$ cat src/rtl/tfcc_pkg.sv
`default_nettype none

package tfcc_pkg;

    localparam logic [15:0] CRC_POLY   = 16'h8005;
    localparam logic [7:0]  SPACE_CHAR = 8'h20;
    localparam logic [7:0]  MINUS_CHAR = 8'h2D;
    localparam logic [7:0]  PLUS_CHAR  = 8'h2B;
    localparam logic [7:0]  ZERO_CHAR  = 8'h30;
    localparam logic [7:0]  NINE_CHAR  = 8'h39;

    typedef enum logic [2:0] {
        PH_LEAD = 3'b001,   // before the first token
        PH_NUM  = 3'b010,   // inside the first token
        PH_BODY = 3'b100    // payload words
    } phase_t;

    // line totals handed from the parser to the result stage
    typedef struct packed {
        logic [31:0] acc;
        logic        minus;
        logic [15:0] crc;
    } tally_t;

    // MSB-first CRC-16 over one byte, eight unrolled shift/xor steps
    function automatic logic [15:0] crc_feed(input logic [15:0] crc_in, input logic [7:0] data);
        logic [15:0] c;
        logic        fb;
        c = crc_in;
        for (int i = 7; i >= 0; i--)
        begin
            fb = c[15] ^ data[i];
            c  = {c[14:0], 1'b0};
            if (fb)
            begin
                c = c ^ CRC_POLY;
            end
        end
        return c;
    endfunction

endpackage

`default_nettype wire

$ cat src/rtl/tfcc_parser.sv
`default_nettype none

module tfcc_parser (
    input  wire logic            clk,
    input  wire logic            rst_n,
    input  wire logic            in_valid,
    output logic                 in_ready,
    input  wire logic [7:0]      char_byte,
    input  wire logic            last_char,
    output logic                 tally_valid,
    input  wire logic            tally_ready,
    output tfcc_pkg::tally_t     tally
);
    import tfcc_pkg::*;

    logic        hold_valid_reg;
    logic [7:0]  hold_char_reg;
    logic        hold_last_reg;

    phase_t      phase_reg,   phase_next;
    logic [31:0] acc_reg,     acc_next;
    logic        minus_reg,   minus_next;
    logic        open_reg,    open_next;
    logic        pending_reg, pending_next;
    logic        started_reg, started_next;
    logic [15:0] crc_reg,     crc_next;

    logic        consume;
    logic        is_space;
    logic        is_digit;
    logic [31:0] digit_val;
    logic [15:0] crc_base;

    // a last item needs room downstream, others just update state
    assign consume  = hold_valid_reg && (!hold_last_reg || tally_ready);
    assign in_ready = !hold_valid_reg || consume;

    always_ff @(posedge clk or negedge rst_n)
    begin
        if (!rst_n)
        begin
            hold_valid_reg <= 1'b0;
        end
        else if (in_ready)
        begin
            hold_valid_reg <= in_valid;
        end
    end

    always_ff @(posedge clk)
    begin
        if (in_ready && in_valid)
        begin
            hold_char_reg <= char_byte;
            hold_last_reg <= last_char;
        end
    end

    assign is_space  = (hold_char_reg == SPACE_CHAR);
    assign is_digit  = (hold_char_reg >= ZERO_CHAR) && (hold_char_reg <= NINE_CHAR);
    assign digit_val = {28'd0, hold_char_reg[3:0]};
    assign crc_base  = pending_reg ? crc_feed(crc_reg, SPACE_CHAR) : crc_reg;

    always_comb
    begin
        phase_next   = phase_reg;
        acc_next     = acc_reg;
        minus_next   = minus_reg;
        open_next    = open_reg;
        pending_next = pending_reg;
        started_next = started_reg;
        crc_next     = crc_reg;
        unique case (phase_reg)
            PH_LEAD:
            begin
                if (!is_space)
                begin
                    phase_next = PH_NUM;
                    priority if (hold_char_reg == MINUS_CHAR)
                    begin
                        minus_next = 1'b1;
                    end
                    else if (hold_char_reg == PLUS_CHAR)
                    begin
                        minus_next = minus_reg;
                    end
                    else if (is_digit)
                    begin
                        acc_next = digit_val;
                    end
                    else
                    begin
                        open_next = 1'b0;
                    end
                end
            end
            PH_NUM:
            begin
                if (is_space)
                begin
                    phase_next = PH_BODY;
                end
                else if (open_reg)
                begin
                    if (is_digit)
                    begin
                        // acc * 10 + digit, wraps mod 2^32
                        acc_next = {acc_reg[28:0], 3'b000} + {acc_reg[30:0], 1'b0} + digit_val;
                    end
                    else
                    begin
                        open_next = 1'b0;
                    end
                end
            end
            PH_BODY:
            begin
                if (is_space)
                begin
                    if (started_reg)
                    begin
                        pending_next = 1'b1;
                    end
                end
                else
                begin
                    crc_next     = crc_feed(crc_base, hold_char_reg);
                    pending_next = 1'b0;
                    started_next = 1'b1;
                end
            end
            default:
            begin
                phase_next = PH_LEAD;
            end
        endcase
    end

    assign tally_valid = hold_valid_reg && hold_last_reg;
    assign tally.acc   = acc_next;
    assign tally.minus = minus_next;
    assign tally.crc   = crc_next;

    always_ff @(posedge clk or negedge rst_n)
    begin
        if (!rst_n)
        begin
            phase_reg   <= PH_LEAD;
            acc_reg     <= 32'd0;
            minus_reg   <= 1'b0;
            open_reg    <= 1'b1;
            pending_reg <= 1'b0;
            started_reg <= 1'b0;
            crc_reg     <= 16'd0;
        end
        else if (consume)
        begin
            if (hold_last_reg)
            begin
                // line done: back to line start
                phase_reg   <= PH_LEAD;
                acc_reg     <= 32'd0;
                minus_reg   <= 1'b0;
                open_reg    <= 1'b1;
                pending_reg <= 1'b0;
                started_reg <= 1'b0;
                crc_reg     <= 16'd0;
            end
            else
            begin
                phase_reg   <= phase_next;
                acc_reg     <= acc_next;
                minus_reg   <= minus_next;
                open_reg    <= open_next;
                pending_reg <= pending_next;
                started_reg <= started_next;
                crc_reg     <= crc_next;
            end
        end
    end

    a_owed_space_needs_payload: assert property (@(posedge clk) disable iff (!rst_n)
        pending_reg |-> started_reg)
        else $error("space owed before any payload byte");

    a_no_crc_before_payload: assert property (@(posedge clk) disable iff (!rst_n)
        (phase_reg != PH_BODY) |-> (crc_reg == 16'd0 && !started_reg && !pending_reg))
        else $error("crc touched before payload phase");

    a_lead_is_clean: assert property (@(posedge clk) disable iff (!rst_n)
        (phase_reg == PH_LEAD) |-> (acc_reg == 32'd0 && !minus_reg && open_reg))
        else $error("number state dirty before first token");

    a_line_end_resets: assert property (@(posedge clk) disable iff (!rst_n)
        (consume && hold_last_reg) |=> (phase_reg == PH_LEAD && crc_reg == 16'd0))
        else $error("state not cleared after line end");

endmodule

`default_nettype wire

$ cat src/rtl/tfcc_result.sv
`default_nettype none

module tfcc_result (
    input  wire logic               clk,
    input  wire logic               rst_n,
    input  wire logic               tally_valid,
    output logic                    tally_ready,
    input  wire tfcc_pkg::tally_t   tally,
    output logic                    out_valid,
    input  wire logic               out_ready,
    output logic                    crc_ok,
    output logic [15:0]             computed_crc,
    output logic [31:0]             received_value
);
    import tfcc_pkg::*;

    logic        mid_valid_reg;
    tally_t      mid_reg;
    logic        out_valid_reg;
    logic        ok_reg;
    logic [15:0] crc_out_reg;
    logic [31:0] value_out_reg;

    logic        out_room;
    logic        mid_move;
    logic [31:0] value_next;
    logic        ok_next;

    assign out_room    = !out_valid_reg || out_ready;
    assign mid_move    = mid_valid_reg && out_room;
    assign tally_ready = !mid_valid_reg || out_room;

    assign value_next = mid_reg.minus ? (32'd0 - mid_reg.acc) : mid_reg.acc;
    assign ok_next    = (value_next == {16'd0, mid_reg.crc});

    always_ff @(posedge clk or negedge rst_n)
    begin
        if (!rst_n)
        begin
            mid_valid_reg <= 1'b0;
            out_valid_reg <= 1'b0;
        end
        else
        begin
            if (tally_ready)
            begin
                mid_valid_reg <= tally_valid;
            end
            if (out_room)
            begin
                out_valid_reg <= mid_valid_reg;
            end
        end
    end

    always_ff @(posedge clk)
    begin
        if (tally_valid && tally_ready)
        begin
            mid_reg <= tally;
        end
        if (mid_move)
        begin
            value_out_reg <= value_next;
            crc_out_reg   <= mid_reg.crc;
            ok_reg        <= ok_next;
        end
    end

    assign out_valid      = out_valid_reg;
    assign crc_ok         = ok_reg;
    assign computed_crc   = crc_out_reg;
    assign received_value = value_out_reg;

    a_ok_matches_fields: assert property (@(posedge clk) disable iff (!rst_n)
        out_valid_reg |-> (ok_reg == (value_out_reg == {16'd0, crc_out_reg})))
        else $error("crc_ok disagrees with reported fields");

    a_tally_lands: assert property (@(posedge clk) disable iff (!rst_n)
        (tally_valid && tally_ready) |=> mid_valid_reg)
        else $error("line totals dropped");

    a_mid_held_on_stall: assert property (@(posedge clk) disable iff (!rst_n)
        (mid_valid_reg && !out_room) |=> (mid_valid_reg && $stable(mid_reg)))
        else $error("pending totals lost while output stalled");

endmodule

`default_nettype wire

$ cat src/rtl/text_frame_crc16_checker_core.sv
// Throughput: one character per cycle, except that a line's last character waits
// for room in the totals register; the per-character CRC (two bytes when a
// separating space is owed) and the decimal update are computed combinationally.
// Pipeline: input register, parse/state stage, totals register, output register.
// Reset (rst_n, async, active low) empties the pipeline and returns to line start.
`default_nettype none

module text_frame_crc16_checker_core (
    input  wire logic        clk,
    input  wire logic        rst_n,
    input  wire logic        in_valid,
    output logic             in_ready,
    input  wire logic [7:0]  char_byte,
    input  wire logic        last_char,
    output logic             out_valid,
    input  wire logic        out_ready,
    output logic             crc_ok,
    output logic [15:0]      computed_crc,
    output logic [31:0]      received_value
);
    import tfcc_pkg::*;

    logic   tally_valid;
    logic   tally_ready;
    tally_t tally;

    tfcc_parser u_parser (
        .clk         (clk),
        .rst_n       (rst_n),
        .in_valid    (in_valid),
        .in_ready    (in_ready),
        .char_byte   (char_byte),
        .last_char   (last_char),
        .tally_valid (tally_valid),
        .tally_ready (tally_ready),
        .tally       (tally)
    );

    tfcc_result u_result (
        .clk            (clk),
        .rst_n          (rst_n),
        .tally_valid    (tally_valid),
        .tally_ready    (tally_ready),
        .tally          (tally),
        .out_valid      (out_valid),
        .out_ready      (out_ready),
        .crc_ok         (crc_ok),
        .computed_crc   (computed_crc),
        .received_value (received_value)
    );

endmodule

`default_nettype wire

$ cat config.mk
export PLATFORM = sky130hd
export DESIGN_NAME = text_frame_crc16_checker_core
export DESIGN_NICKNAME = d
export VERILOG_FILES = /design/src/rtl/tfcc_pkg.sv /design/src/rtl/tfcc_parser.sv /design/src/rtl/tfcc_result.sv /design/src/rtl/text_frame_crc16_checker_core.sv
export SDC_FILE = /design/constraint.sdc
export NUM_CORES = 1
export LEC_CHECK = 0
export BUFFER_PORTS_ARGS = -buffer_cell sky130_fd_sc_hd__buf_2
export CAP_MARGIN = 10
export CORE_AREA = 2 2 134 136
export CTS_CLUSTER_SIZE = 40
export DETAILED_ROUTE_END_ITERATION = 6
export DIE_AREA = 0 0 136 138
export MAX_ROUTING_LAYER = met4
export PLACE_DENSITY = 0.73
export SYNTH_ARGS = -nofsm -noshare
export SYNTH_HDL_FRONTEND = slang
export SYNTH_SLANG_ARGS = --single-unit
$ cat constraint.sdc
create_clock -name clk -period 4.4 [get_ports clk]
set_input_delay 0.88 -clock clk [delete_from_list [all_inputs] [get_ports clk]]
set_output_delay 0.88 -clock clk [all_outputs]
set_load 0.1 [all_outputs]
== Yosys cells after proc, flatten, opt, wreduce, memory -nomap -nowiden ==
Index checks and enable logic that the tools add are counted.

* Input bits: 13
* Word-level logic and storage cells: 151
* Output and inout bits: 51
* Bits in registers: 165

* Eq/ne operators: 16
* Mux-type cells: 68
* Reduce and logical (&&, ||, !) cells: 20
* Order comparisons: 2
* Bitwise logic cells: 24
* Add/sub/neg operators: 3

{| class="wikitable"
|+ Operators with widths
! cell !! number
|-
| 16-bit 2-to-1 mux || 34
|-
| 32-bit 2-to-1 mux || 9
|-
| 32-bit case mux with 2 select lines || 1
|-
| 3-bit inverter || 16
|-
| 32-bit adder || 1
|-
| 32-bit by 4-bit adder with 32-bit output || 1
|-
| 32-bit by 16-bit == test with 1-bit output || 1
|-
| 1-bit by 32-bit subtractor with 32-bit output (first input constant) || 1
|-
| 8-bit by 6-bit == test with 1-bit output (second input constant) || 3
|-
| 1-bit 2-to-1 mux || 19
|-
| 3-bit by 2-bit != test with 1-bit output (second input constant) || 5
|-
| 3-bit 2-to-1 mux || 3
|-
| 3-bit case mux with 3 select lines || 1
|-
| 8-bit by 6-bit >= comparator with 1-bit output (second input constant) || 1
|-
| 8-bit by 6-bit <= comparator with 1-bit output (second input constant) || 1
|-
| 1-bit XOR || 8
|-
| 7-bit AND reduction || 1
|-
| 1-bit logical AND || 6
|-
| 3-bit by 1-bit != test with 1-bit output (second input constant) || 2
|-
| 3-bit AND reduction || 2
|-
| 1-bit zero test || 4
|-
| 1-bit logical OR || 4
|-
| 2-bit by 1-bit != test with 1-bit output (second input constant) || 2
|-
| 4-bit AND reduction || 1
|-
| 6 further kinds || 6
|}

== Logic depth before layout (Yosys ltp) ==
Gate-level depths: netlist of run 1.

* Depth in word-level cells: 50
* Depth in mapped cells: 13
* Depth with buffers taken out: 13

== Cells and area by module ==
A second synthesis of run 1 with hierarchy kept.

* Cells, all modules: 886
* Area total of the unflattened synthesis: 9744.3 um^2

{| class="wikitable"
|+ By module, submodules not included
! module !! cells each !! area each (um^2) !! times used !! seq. area each (um^2)
|-
| tfcc_parser || 594 || 5424.0 || 1 || 1674.1
|-
| tfcc_result || 292 || 4320.4 || 1 || 2992.9
|}

== Worst setup path before layout of run 1 ==
No wires, ideal clock.

* Path type: input -> register
* Start: in out_ready
* End: reg u_result.mid_reg[0] (netlist bit) (enable)
* Arrival time: 3.200 ns
* Setup time: 0.457 ns
* Cell stages on the path: 3
* Setup slack: 0.743 ns
* Path buffers: 0
* Cell sequence: nand2b_1 > nor2_1 > nor2_1

* Cells in the longest elaborated chain, start to end: 3

{| class="wikitable"
|+ Ends and longest elaborated chain
! element !! RTL line !! text
|-
| start, declared || text_frame_crc16_checker_core.sv:16 || <nowiki>input wire logic out_ready,</nowiki>
|-
| 1-bit logical OR || tfcc_result.sv:29 || <nowiki>assign out_room = !out_valid_reg || out_ready;</nowiki>
|-
| 1-bit logical OR || tfcc_result.sv:31 || <nowiki>assign tally_ready = !mid_valid_reg || out_room;</nowiki>
|-
| 1-bit logical AND || tfcc_result.sv:58 || <nowiki>if (tally_valid && tally_ready)</nowiki>
|-
| end signal, assigned || tfcc_result.sv:60 || <nowiki>mid_reg <= tally;</nowiki>
|-
| end, declared || tfcc_result.sv:18 || <nowiki>tally_t mid_reg;</nowiki>
|}

No other way between the ends.
A chain may end at the register's enable or synchronous reset.

==> metrics.txt, run 1 <==
number of global-route vias before repair 6534; Crit Path Max Fanout 6; Fmax 0.273 GHz; TritonRoute pass-1 iters 5; DR DRC count 0; antenna cell count 0; FF-to-FF path depth 12; drt total wl roughly 21000 um; Worst R2R Setup Slack 0.74 ns; fin nets 962; latest clock arrival within the worst-skew pair between 0.4 and 0.5 ns; largest net degree at the start of global routing 50; r2r startpoint u_parser.hold_char_reg[3]; port buffer count 63; hold_sp u_result.mid_reg[2]; Tcrit/Tclk final about 83%; share of flip-flops with an asynchronous set or reset 35.2%; GR Layer Usage met3 4.22%; Yosys reg bits 165; crit path time final 3.66 ns; Power Density roughly 360 nW/um^2; final hold vios 0; Post-DP HPWL 15300 um; worst rel slew slack 25.1%; initial antenna violation count 0; Core ar. between 15000 and 20000 sq um; GR met2 Demand/Resource 35.2%; CP required 4.57 ns; Post-CTS Setup Inserts 0; FP Rows 49; first-pass GRT wire length roughly 34000 um; Yosys cell types 68; DRT iter0 DRCs roughly 600; Final Skew 0.0139 ns; top_reg_cell synth edfxtp_1; deepest clock path buffer count 2; Via Count 6709; Fillers 1414; worst-margin pin slew 1.12 ns; synthesis-to-finish area growth 12.0%; design area 10600 sq um; grt total ovfl 0; max reg flops 49; Post-synth EDFFs 107; Slew Viols, Final 0; CTS Buf Count 17; total negative slack 0 ns; die area 18800 sq um; via/cell ratio 5.94; Post-Syn Instances a little over 800; GP Congestion 0.868; Placed Cells incl. Taps approximately 1100; multi-input logic area 4590 sq um; # clock sinks 165; HP Class reg2reg; CTS root buffer clkbuf_16; Initial Utilization between 50 and 60%; Mapped Area between 9000 and 10000 sq um; share of cells above drive strength 1 15.1%; Post-Layout Cell Count approximately 1100; TritonCTS clock tree yes; unrepaired setup endpoints after global routing no; Hold Path End u_result.computed_crc[2]; Worst Hold Path Cells 0; critical path type reg2reg; Setup crit start kind register; Yosys warning count 0; FF+latch area 4670 sq um; Syn Area/Cell 11.4 sq um; P_leak ~4.5 nW; DR WL/cell 18.5 um; CTS Hold Bufs 0; # Max-Cap Violations 0; # resized after CTS 0; global route hottest layer met2; syn nets 902; Reg clk slew, reported paths 0.07 ns; DIE HEIGHT 138 um; Critical Path Sink Type register; Cell Area, Placed 10000 sq um; Hold Slack 0.457 ns; CP arrival 3.83 ns; sequential-to-total area share from yosys stat 49.5%; worst vdd ir about 0.30 mV; GR Util met1 34.1%; final-report setup violation count 0; status completed; CTS H-Tree Depth 4; total global-route track usage a little under a quarter; RR Endpoint u_result.mid_reg[47]; post-route ant nets 0; die width 136 um; Ports 64
==> area by class of cell <==
type                            instances  share of cell area, %
Clock buffer                           20                   4.43
Inverter                               14                  0.497
Timing Repair Buffer                   75                   3.84
Sequential cell                       165                   44.2
Clock inverter                         12                  0.876
Multi-Input combinational cell        615                   43.5
Tap cell                              229                   2.71
==> metal layers <==
layer	part of all wire (%)	vias to the layer above	routed length [um]
met1	48	3289	10200
li1	-	3216	-
met5	0	-	0
met2	45	179	9420
met4	1.7	0	350
met3	4.9	25	1020
==> cell usage after synthesis, types with 4 or more instances <==
master      n  area share, %
edfxtp_1  107             34
nand2_1    92            3.7
xnor2_1    75            7.0
o21ai_0    60            3.2
ha_1       59            7.8
dfrtp_1    56             15
a22o_1     50            4.6
a21oi_1    33            1.8
clkbuf_1   30            1.2
nor2_1     26            1.0
xor2_1     24            2.2
inv_1      14           0.56
nand2b_1   13           0.86
mux2i_1    12            1.3
a21o_1     11           0.88
nor3_1     11           0.58
and2_1      8           0.53
and3_1      8           0.53
nand3_1     8           0.42
o31ai_1     8           0.64
nor2b_1     7           0.46
a32o_1      6           0.64
nand4_1     6           0.40
nor4_1      6           0.40
a211o_1     5           0.46
a211oi_1    5           0.40
o211ai_1    5           0.40
o21a_1      5           0.40
o31a_2      5           0.53
or3_1       5           0.33
o21bai_1    4           0.32
o41ai_1     4           0.37
or3_4       4           0.48
xnor3_1     4           0.96
==> stage by stage <==
stage          setup slack, ns  power (mW)  utilization (%)
4_1_cts                  0.770        3.81             60.3
3_5_place_dp             0.778        2.42             57.1
3_3_place_gp             0.852        2.41             57.1
6_report                 0.743        3.79             60.3
2_1_floorplan            0.743        2.29                -
5_1_grt                  0.450        3.92             60.3
==> cell usage in the layout (no fill, tap or decap), types with 12 or more instances in the layout <==
master,n
ha_1,59
mux2i_1,12
buf_4,12
clkbuf_16,18
xor2_1,24
dfrtp_1,56
edfxtp_1,107
nor2_1,23
nand2b_1,13
o21ai_0,60
nand2_1,92
buf_2,63
xnor2_1,75
a22o_1,50
inv_1,14
a21oi_1,33
==> worst max path at each step <==
| stage | start | depth (start not counted) | slack, ns | to |
|---|---|---|---|---|
| floorplan | out_ready | 3 | 0.74 | u_result.mid_reg[0] |
| global placement | u_parser.hold_char_reg[3] | 12 | 0.85 | u_result.mid_reg[45] |
| detailed placement | u_parser.hold_char_reg[3] | 12 | 0.78 | u_result.mid_reg[45] |
| CTS | u_parser.hold_char_reg[3] | 12 | 0.77 | u_result.mid_reg[45] |
| global route | u_parser.hold_char_reg[3] | 12 | 0.45 | u_result.mid_reg[47] |
| finish | u_parser.hold_char_reg[3] | 12 | 0.74 | u_result.mid_reg[47] |
==> kinds of logic after synthesis <==
logic type      after synthesis  share of synthesized area, %
fa+ha+maj                    61                          8.25
compound gates              223                          16.5
simple gates                213                          11.7
flops                       165                          49.5
xor+xnor                    105                          10.7
mux                          13                          1.39
buf+inv                      48                          1.95
==> critical path: stages, from the launching register on <==
cell and delay, ns:
edfxtp_1 0.50, fa_1 0.55, inv_1 0.07, fa_1 0.45, nor2b_1 0.12, o21a_1 0.13
o21ai_0 0.17, a211oi_1 0.49, o21ai_0 0.18, nor2b_1 0.20, o21a_1 0.26, mux2i_1 0.17
nand3_1 0.10
==> power by group <==
group | internal [mW] | switching [mW]
registers | 1.75 | 0.0637
clock network | 0.781 | 0.626
logic | 0.135 | 0.435
total | 2.67 | 1.13
No activity file was read; power rests on OpenSTA's default activity.
==> run 2: changes to the inputs <==
--- a/config.mk
+++ b/config.mk
@@ -5,14 +5,15 @@
 export SDC_FILE = /design/constraint.sdc
 export NUM_CORES = 1
 export LEC_CHECK = 0
+export ABC_AREA = 1
 export BUFFER_PORTS_ARGS = -buffer_cell sky130_fd_sc_hd__buf_2
 export CAP_MARGIN = 10
-export CORE_AREA = 2 2 134 136
+export CORE_AREA = 2 2 136 138
 export CTS_CLUSTER_SIZE = 40
 export DETAILED_ROUTE_END_ITERATION = 6
-export DIE_AREA = 0 0 136 138
+export DIE_AREA = 0 0 138 140
 export MAX_ROUTING_LAYER = met4
-export PLACE_DENSITY = 0.73
+export PLACE_DENSITY = 0.75
 export SYNTH_ARGS = -nofsm -noshare
 export SYNTH_HDL_FRONTEND = slang
 export SYNTH_SLANG_ARGS = --single-unit
==> constraint.sdc (replaced) <==
create_clock -name clk -period 3.25 [get_ports clk]
set_input_delay 0.65 -clock clk [delete_from_list [all_inputs] [get_ports clk]]
set_output_delay 0.65 -clock clk [all_outputs]
set_load 0.1 [all_outputs]
==> run 2 against run 1 <==
Design area grew 8.1%; non-clock buffer count grew 37; setup slack lost 0.70 ns; cell count grew 25%; sequential share of layout area shrank 3.3 points; routed wire length grew 16%; fmax grew 14%; largest cell class unchanged.
==> metrics.txt, run 2 <==
most common cell in the netlist nand2_1; Yosys reg bits 165 (unchanged); Fillers 1343 (-5.0%); die width 138 um (+1.5%); max reg flops 49 (unchanged); CP arrival 3.56 ns (-0.27 ns); P_leak 5.12 nW (+15%); CP required 3.61 ns (-0.96 ns); DIE HEIGHT 140 um (+1.4%); top post-synthesis cells by area edfxtp_1 (33%), dfrtp_1 (15%), ha_1 (7.6%), nand2_1 (7.3%), o21ai_0 (5.9%); CTS H-Tree Depth 4 (unchanged); initial antenna violation count 0 (unchanged); Post-Layout Cell Count 1412 (+25%); Initial Utilization 54.3% (+0.50 points); FP Rows 49 (unchanged); worst-margin pin slew 0.810 ns (-0.314 ns); # Max-Cap Violations 0 (unchanged); CP Capture Point u_parser.acc_reg[27]; Power Density 577 nW/um^2 (+61%); Critical Path Sink Type register; Yosys cell types 51 (-25%); Worst R2R Setup Slack 0.05 ns (-0.70 ns); Fmax 0.312 GHz (+14%); Cell Area, Placed 10400 sq um (+4.2%); syn nets 1136 (+26%); critical path type reg2reg; Post-Place Worst Slack -0.140 ns (-0.918 ns); RR Endpoint u_parser.acc_reg[27]; Placed Cells incl. Taps 1362 (+24%); Slew Viols, Final 0 (unchanged); die area 19300 sq um (+2.9%); first-pass GRT wire length 37100 um (+8.7%); worst rel slew slack 45.8% (+21 points); Ports 64 (unchanged); Post-Syn Instances 1062 (+28%); drt total wl 24400 um (+16%); number of global-route vias before repair 7463 (+14%); share of flip-flops with an asynchronous set or reset 35.2% (unchanged); CTS root buffer clkbuf_16; area leader, netlist edfxtp_1; commonest cells after routing, fill and taps aside nand2_1 (181), inv_1 (130), edfxtp_1 (107); total global-route track usage 24.7% (+0.84 points); TritonCTS clock tree yes; Final Skew 0.0140 ns (+0.0000124 ns); TritonRoute pass-1 iters 6 (+1); Mapped Area 9650 sq um (+2.3%); final-report setup violation count 0 (unchanged); DR WL/cell 17.3 um (-6.9%); Post-synth EDFFs 107 (unchanged); CTS Buf Count 17 (unchanged); crit path launch u_parser.acc_reg[2]; synthesis-to-finish area growth 18.3%; most common cell after layout, fill and taps aside nand2_1; unrepaired setup endpoints after global routing yes; FF-to-FF path depth 22 (+10); Reg clk slew, reported paths 0.07 ns (about the same); largest net degree at the start of global routing 50 (unchanged); worst setup margin 0.0463 ns (-0.696 ns); antenna cell count 0 (unchanged); final hold vios 0 (unchanged); share of cells above drive strength 1 21.0% (+6.0 points); GP Congestion 0.937 (+8.0%); Commonest cells post-synth nand2_1 (188), inv_1 (138), o21ai_0 (114); HP Class in2async; Syn Area/Cell 9.09 sq um (-20%); DR DRC count 0 (unchanged); post-route ant nets 0 (unchanged); Crit Path Max Fanout 3 (-3); DRT iter0 DRCs 829 (+37%); CTS Hold Bufs 0 (unchanged); # clock sinks 165 (unchanged); crit path time final 3.20 ns (-0.454 ns); design area 11400 sq um (+8.1%); grt total ovfl 0 (unchanged); Via Count 8120 (+21%); r2r startpoint u_parser.acc_reg[2]; sequential-to-total area share from yosys stat 48.4% (-1.1 points); worst vdd ir 0.444 mV (+46%); crit-path max cell delay 0.52 ns (-0.03 ns); Yosys warning count 0 (unchanged); deepest clock path buffer count 2 (unchanged); Tcrit/Tclk final 98.6% (+15 points); critical path cell sequence fa_2 > ha_4 > nand3_4 > a21oi_4 > nor2_4 > o21ai_2 > a21boi_2 > o21ai_2 > nand3_2 > nand2_2 > nand2_1 > nand2_2 > nand2_2 > nand3_4 > nand2_1 > nand2_2 > a21oi_1 > o21ai_1 > nand2_1 > o21ai_2 > nand2_1 > o21ai_1; status completed; slowest CP cell fa_2; top cell type's share of synthesized area 33.3% (-0.78 points); latest clock arrival within the worst-skew pair 0.43 ns (about the same); fin nets 1244 (+29%); port buffer count 63 (unchanged); via/cell ratio 5.75 (-3.1%); top_reg_cell synth edfxtp_1; Setup crit start kind register; Core ar. 17800 sq um (+1.4%); Post-DP HPWL 16800 um (+10%)
-- run 2: changes by cell type in the layout (fill, tap and decap cells not counted), sizes merged, moves of 9 or more --
cell / change
inv: +132
nand3: +38
a21oi: +30
or3: -9
mux2i: -12
buf: +37
o21ai: +70
o22ai: +19
xor2: +26
nand2: +115
nor2: +26
nand2b: -13
a22o: -46
xnor2: -59
-- run 2: cell families (layout without fill, tap and decap cells) --
kind of cell	after synthesis	count (layout)	synth area share, %
AO/OA/AOI/OAI	243	243	13.8
buffers and inverters	169	290	6.64
flip-flops	165	165	48.4
XOR/XNOR	66	66	5.99
AND/OR/NAND/NOR	358	358	17.2
adder cells (fa/ha/maj)	61	61	8.06
-- run 2: layer usage --
metal  up-vias  global-route usage, %  share of wire (%)  routed length, um
li1       3852                      -                  -                  -
met1      3819                   33.1                 41              10000
met2       394                   37.8                 47              11500
met3        55                   4.17                8.5               2070
met4         0                   9.88                3.1                766
met5         -                      -                  0                  0
-- run 2: repair_timing --
action	4_1_cts	5_1_grt
gates cloned	0	0
endpoints found under the setup margin	19	34
pin swaps	1	28
resized for setup	7	63
setup buffers	1	17
-- run 2: area by class of cell --
cell class | count | area [sq um] | share of cell area, %
flip-flops and latches | 165 | 4670 | 40.9
multi-input cells | 728 | 4600 | 40.3
repair buffers | 112 | 708 | 6.20
inverters | 146 | 548 | 4.80
clock buffers | 17 | 425 | 3.73
well taps | 229 | 287 | 2.51
clock inverters | 15 | 179 | 1.57
-- run 2: power breakdown --
| part | total (mW) | internal (mW) | switching (mW) | leakage [nW] |
|---|---|---|---|---|
| registers | 2.62 | 2.47 | 0.149 | 1.81 |
| clock network | 2.03 | 1.04 | 0.984 | 0.295 |
| logic | 1.94 | 0.526 | 1.41 | 3.02 |
-- run 2: critical path, delay by kind of cell, from the launching register on --
kind                       cells  cell delay [ns]
AOI/OAI and AO/OA              8             0.97
adders and majority gates      2             0.82
DFF                            1             0.41
and+or+nand+nor               12             0.92
-- run 2: metrics by stage --
stage	util [%]	power (mW)	setup TNS [ns]	hold WS (ns)
floorplan	-	4.06	0	0.354
finish	64.2	6.59	0	0.218
global route	64.2	6.86	-1.23	0.272
CTS	62.3	6.56	0	0.244
detailed placement	58.6	4.54	-1.28	0.452
global placement	58.6	4.48	-0.223	0.437
-- run 2: how the worst min path moves through the flow --
| stage | from | to | depth (start not counted) |
|---|---|---|---|
| 6_report | rst_n | u_parser.acc_reg[20] | 1 |
| 5_1_grt | rst_n | u_parser.acc_reg[18] | 1 |
| 4_1_cts | rst_n | u_parser.acc_reg[18] | 1 |
| 3_5_place_dp | u_result.mid_reg[6] | u_result.computed_crc[6] | 0 |
| 3_3_place_gp | u_result.mid_reg[6] | u_result.computed_crc[6] | 0 |
| 2_1_floorplan | rst_n | u_parser.acc_reg[0] | 0 |
==> run 3: changes to the inputs <==
--- a/config.mk
+++ b/config.mk
@@ -8,10 +8,10 @@
 export ABC_AREA = 1
 export BUFFER_PORTS_ARGS = -buffer_cell sky130_fd_sc_hd__buf_2
 export CAP_MARGIN = 10
-export CORE_AREA = 2 2 136 138
+export CORE_AREA = 5 5 139 141
 export CTS_CLUSTER_SIZE = 40
 export DETAILED_ROUTE_END_ITERATION = 6
-export DIE_AREA = 0 0 138 140
+export DIE_AREA = 0 0 144 146
 export MAX_ROUTING_LAYER = met4
 export PLACE_DENSITY = 0.75
 export SYNTH_ARGS = -nofsm -noshare
==> run 3 against run 2 <==
Critical path depth is 2 lower; hold slack better by 0.036 ns; via count is 2.1% lower; combinational power hardly changed; cell count is 0.50% lower; setup slack better by 0.036 ns; count of clock-buffer cells in the layout stayed put; core utilization is 0.35 points lower; routed wire length is 0.49% lower; design area is 0.20% lower; first-iteration DRC count is 8.3% lower; flip-flop and latch count stayed put; largest cell class unchanged.
==> metrics.txt, run 3 (synthesis gave the netlist of run 2 again) <==
Reg clk slew, reported paths 0.08 ns (about the same); HP Class in2async; Cell Area, Placed 10400 sq um (-0.12%); final hold vios 0 (unchanged); drt total wl 24200 um (-0.49%); r2r startpoint u_parser.hold_char_reg[3]; die width 144 um (+4.3%); TritonRoute pass-1 iters 6 (unchanged); TritonCTS clock tree yes; crit path time final 3.17 ns (-0.0361 ns); max reg flops 49 (unchanged); number of global-route vias before repair 7448 (-0.20%); critical path cell sequence fa_2 > ha_4 > nand3_4 > a21oi_4 > nor2_2 > o21ai_2 > a21boi_2 > o21ai_2 > nand3_1 > nand2_1 > nand2_1 > nand2_1 > nand2_1 > nand3_2 > nand3_2 > nand2_2 > or2_1 > nand3_2 > nand2_2 > a22o_1; Placed Cells incl. Taps 1362 (unchanged); most common cell after layout, fill and taps aside nand2_1; fin nets 1237 (-0.56%); Critical Path Sink Type register; FP Rows 49 (unchanged); Comb pwr share 29.4% (about the same); # Max-Cap Violations 0 (unchanged); final-report setup violation count 0 (unchanged); latest clock arrival within the worst-skew pair 0.44 ns (about the same); Fillers 1364 (+1.6%); worst rel slew slack 48.2% (+2.4 points); CTS root buffer clkbuf_16; Post-Place Worst Slack -0.118 ns (+0.0227 ns); grt total ovfl 0 (unchanged); switch share 38.8% (+0.15 points); DIE HEIGHT 146 um (+4.3%); share of cells above drive strength 1 20.8% (-0.21 points); Setup crit start kind register; DRT iter0 DRCs 760 (-8.3%); DR WL/cell 17.3 um (about the same); synthesis-to-finish area growth 18.1%; crit-path max cell delay 0.59 ns (+0.07 ns); first-pass GRT wire length 37600 um (+1.3%); Internal 4.03 mW (-0.20%); CTS Buf Count 17 (unchanged); Crit Path Max Fanout 3 (unchanged); port buffer count 63 (unchanged); CP required 3.56 ns (-0.05 ns); worst vdd ir 0.396 mV (-11%); Via Count 7948 (-2.1%); Initial Utilization 54.1% (-0.19 points); design area 11400 sq um (-0.20%); Final Skew 0.0161 ns (+0.00210 ns); # clock sinks 165 (unchanged); worst-margin pin slew 0.774 ns (-0.0353 ns); buffer and inverter count on the worst path 0 (unchanged); P_leak 5.07 nW (-0.96%); DR DRC count 0 (unchanged); status completed; Post-DP HPWL 17000 um (+1.4%); Ports 64 (unchanged); crit path launch u_parser.hold_char_reg[3]; via/cell ratio 5.66 (-1.6%); CP arrival 3.48 ns (-0.08 ns); Post-Layout Cell Count 1405 (-0.50%); CTS H-Tree Depth 4 (unchanged); Tcrit/Tclk final 97.5% (-1.1 points); unrepaired setup endpoints after global routing yes; most frequent CP cell nand2_1; Power Density 578 nW/um^2 (+0.24%); FF+latch area 4670 sq um (unchanged); Fmax 0.316 GHz (+1.1%); commonest cells after routing, fill and taps aside nand2_1 (182), inv_1 (132), edfxtp_1 (107); Worst R2R Setup Slack 0.08 ns (+0.04 ns); deepest clock path buffer count 2 (unchanged); multi-input logic area 4640 sq um (+0.71%); die area 21000 sq um (+8.8%); Power, Total 6.59 mW (about the same); critical path type reg2reg; antenna cell count 0 (unchanged); largest net degree at the start of global routing 50 (unchanged); Sequential Power Share 39.8% (about the same); initial antenna violation count 0 (unchanged); GP Congestion 0.941 (+0.36%); Sw Pwr 2.56 mW (+0.43%); Clock power frac 30.8% (about the same); worst setup margin 0.0824 ns (+0.0361 ns); Slew Viols, Final 0 (unchanged); post-route ant nets 0 (unchanged); CTS Hold Bufs 0 (unchanged); total global-route track usage 23.2% (-1.5 points); Core ar. 17800 sq um (+0.34%); slowest CP cell fa_2; critical path's top delay family simple AND/OR/NAND/NOR gates
-- run 3: path summary, 6_finish.rpt --
path | cells past startpoint | end
hold / removal | 1 | u_parser.acc_reg[18]
min in group clk | 1 | u_parser.hold_char_reg[6]
max in group asynchronous | 2 | u_parser.acc_reg[9]
setup reg to reg | 20 | u_parser.acc_reg[31]
hold reg to reg | 0 | u_result.computed_crc[6]
setup / recovery | 20 | u_parser.acc_reg[31]
-- run 3: power groups by stage --
stage / sequential [mW] / combinational (mW) / clock (mW)
floorplan: 2.97 / 1.09 / 0
global placement: 2.65 / 1.84 / 0
detailed placement: 2.66 / 1.86 / 0
CTS: 2.62 / 1.88 / 2.05
global route: 2.64 / 2.08 / 2.15
finish: 2.62 / 1.94 / 2.03
-- run 3: cell type report --
type	count	share of cell area [%]
Clock buffer	17	3.73
Clock inverter	15	1.62
Inverter	146	4.81
Multi-Input combinational cell	728	40.7
Sequential cell	165	41.0
Tap cell	229	2.51
Timing Repair Buffer	105	5.68
-- run 3: timing repair --
item / 4_1_cts / 5_1_grt
setup buffers: 0 / 11
setup endpoints to repair: 18 / 49
pin swaps: 1 / 29
gates resized for setup: 10 / 66
-- run 3: routing by layer --
layer	track usage [%]	part of all wire [%]
met5	-	0
met1	32.9	44
met3	4.27	8.2
met4	6.83	1.8
met2	34.3	46
-- run 3: metrics by stage --
| step | setup TNS, ns | utilization (%) | hold WS (ns) |
|---|---|---|---|
| 2_1_floorplan | 0 | - | 0.354 |
| 3_3_place_gp | -0.0357 | 58.4 | 0.442 |
| 3_5_place_dp | -1.04 | 58.4 | 0.441 |
| 4_1_cts | 0 | 62.0 | 0.289 |
| 5_1_grt | -0.855 | 63.9 | 0.307 |
| 6_report | 0 | 63.9 | 0.254 |
-- run 3: worst reg2reg max path: cells and delay by family, from the launching register on --
family                   cells  cell delay, ns
AO/OA/AOI/OAI                5            0.63
adder cells (fa/ha/maj)      2            0.80
flip-flops                   1            0.44
AND/OR/NAND/NOR             13            1.18
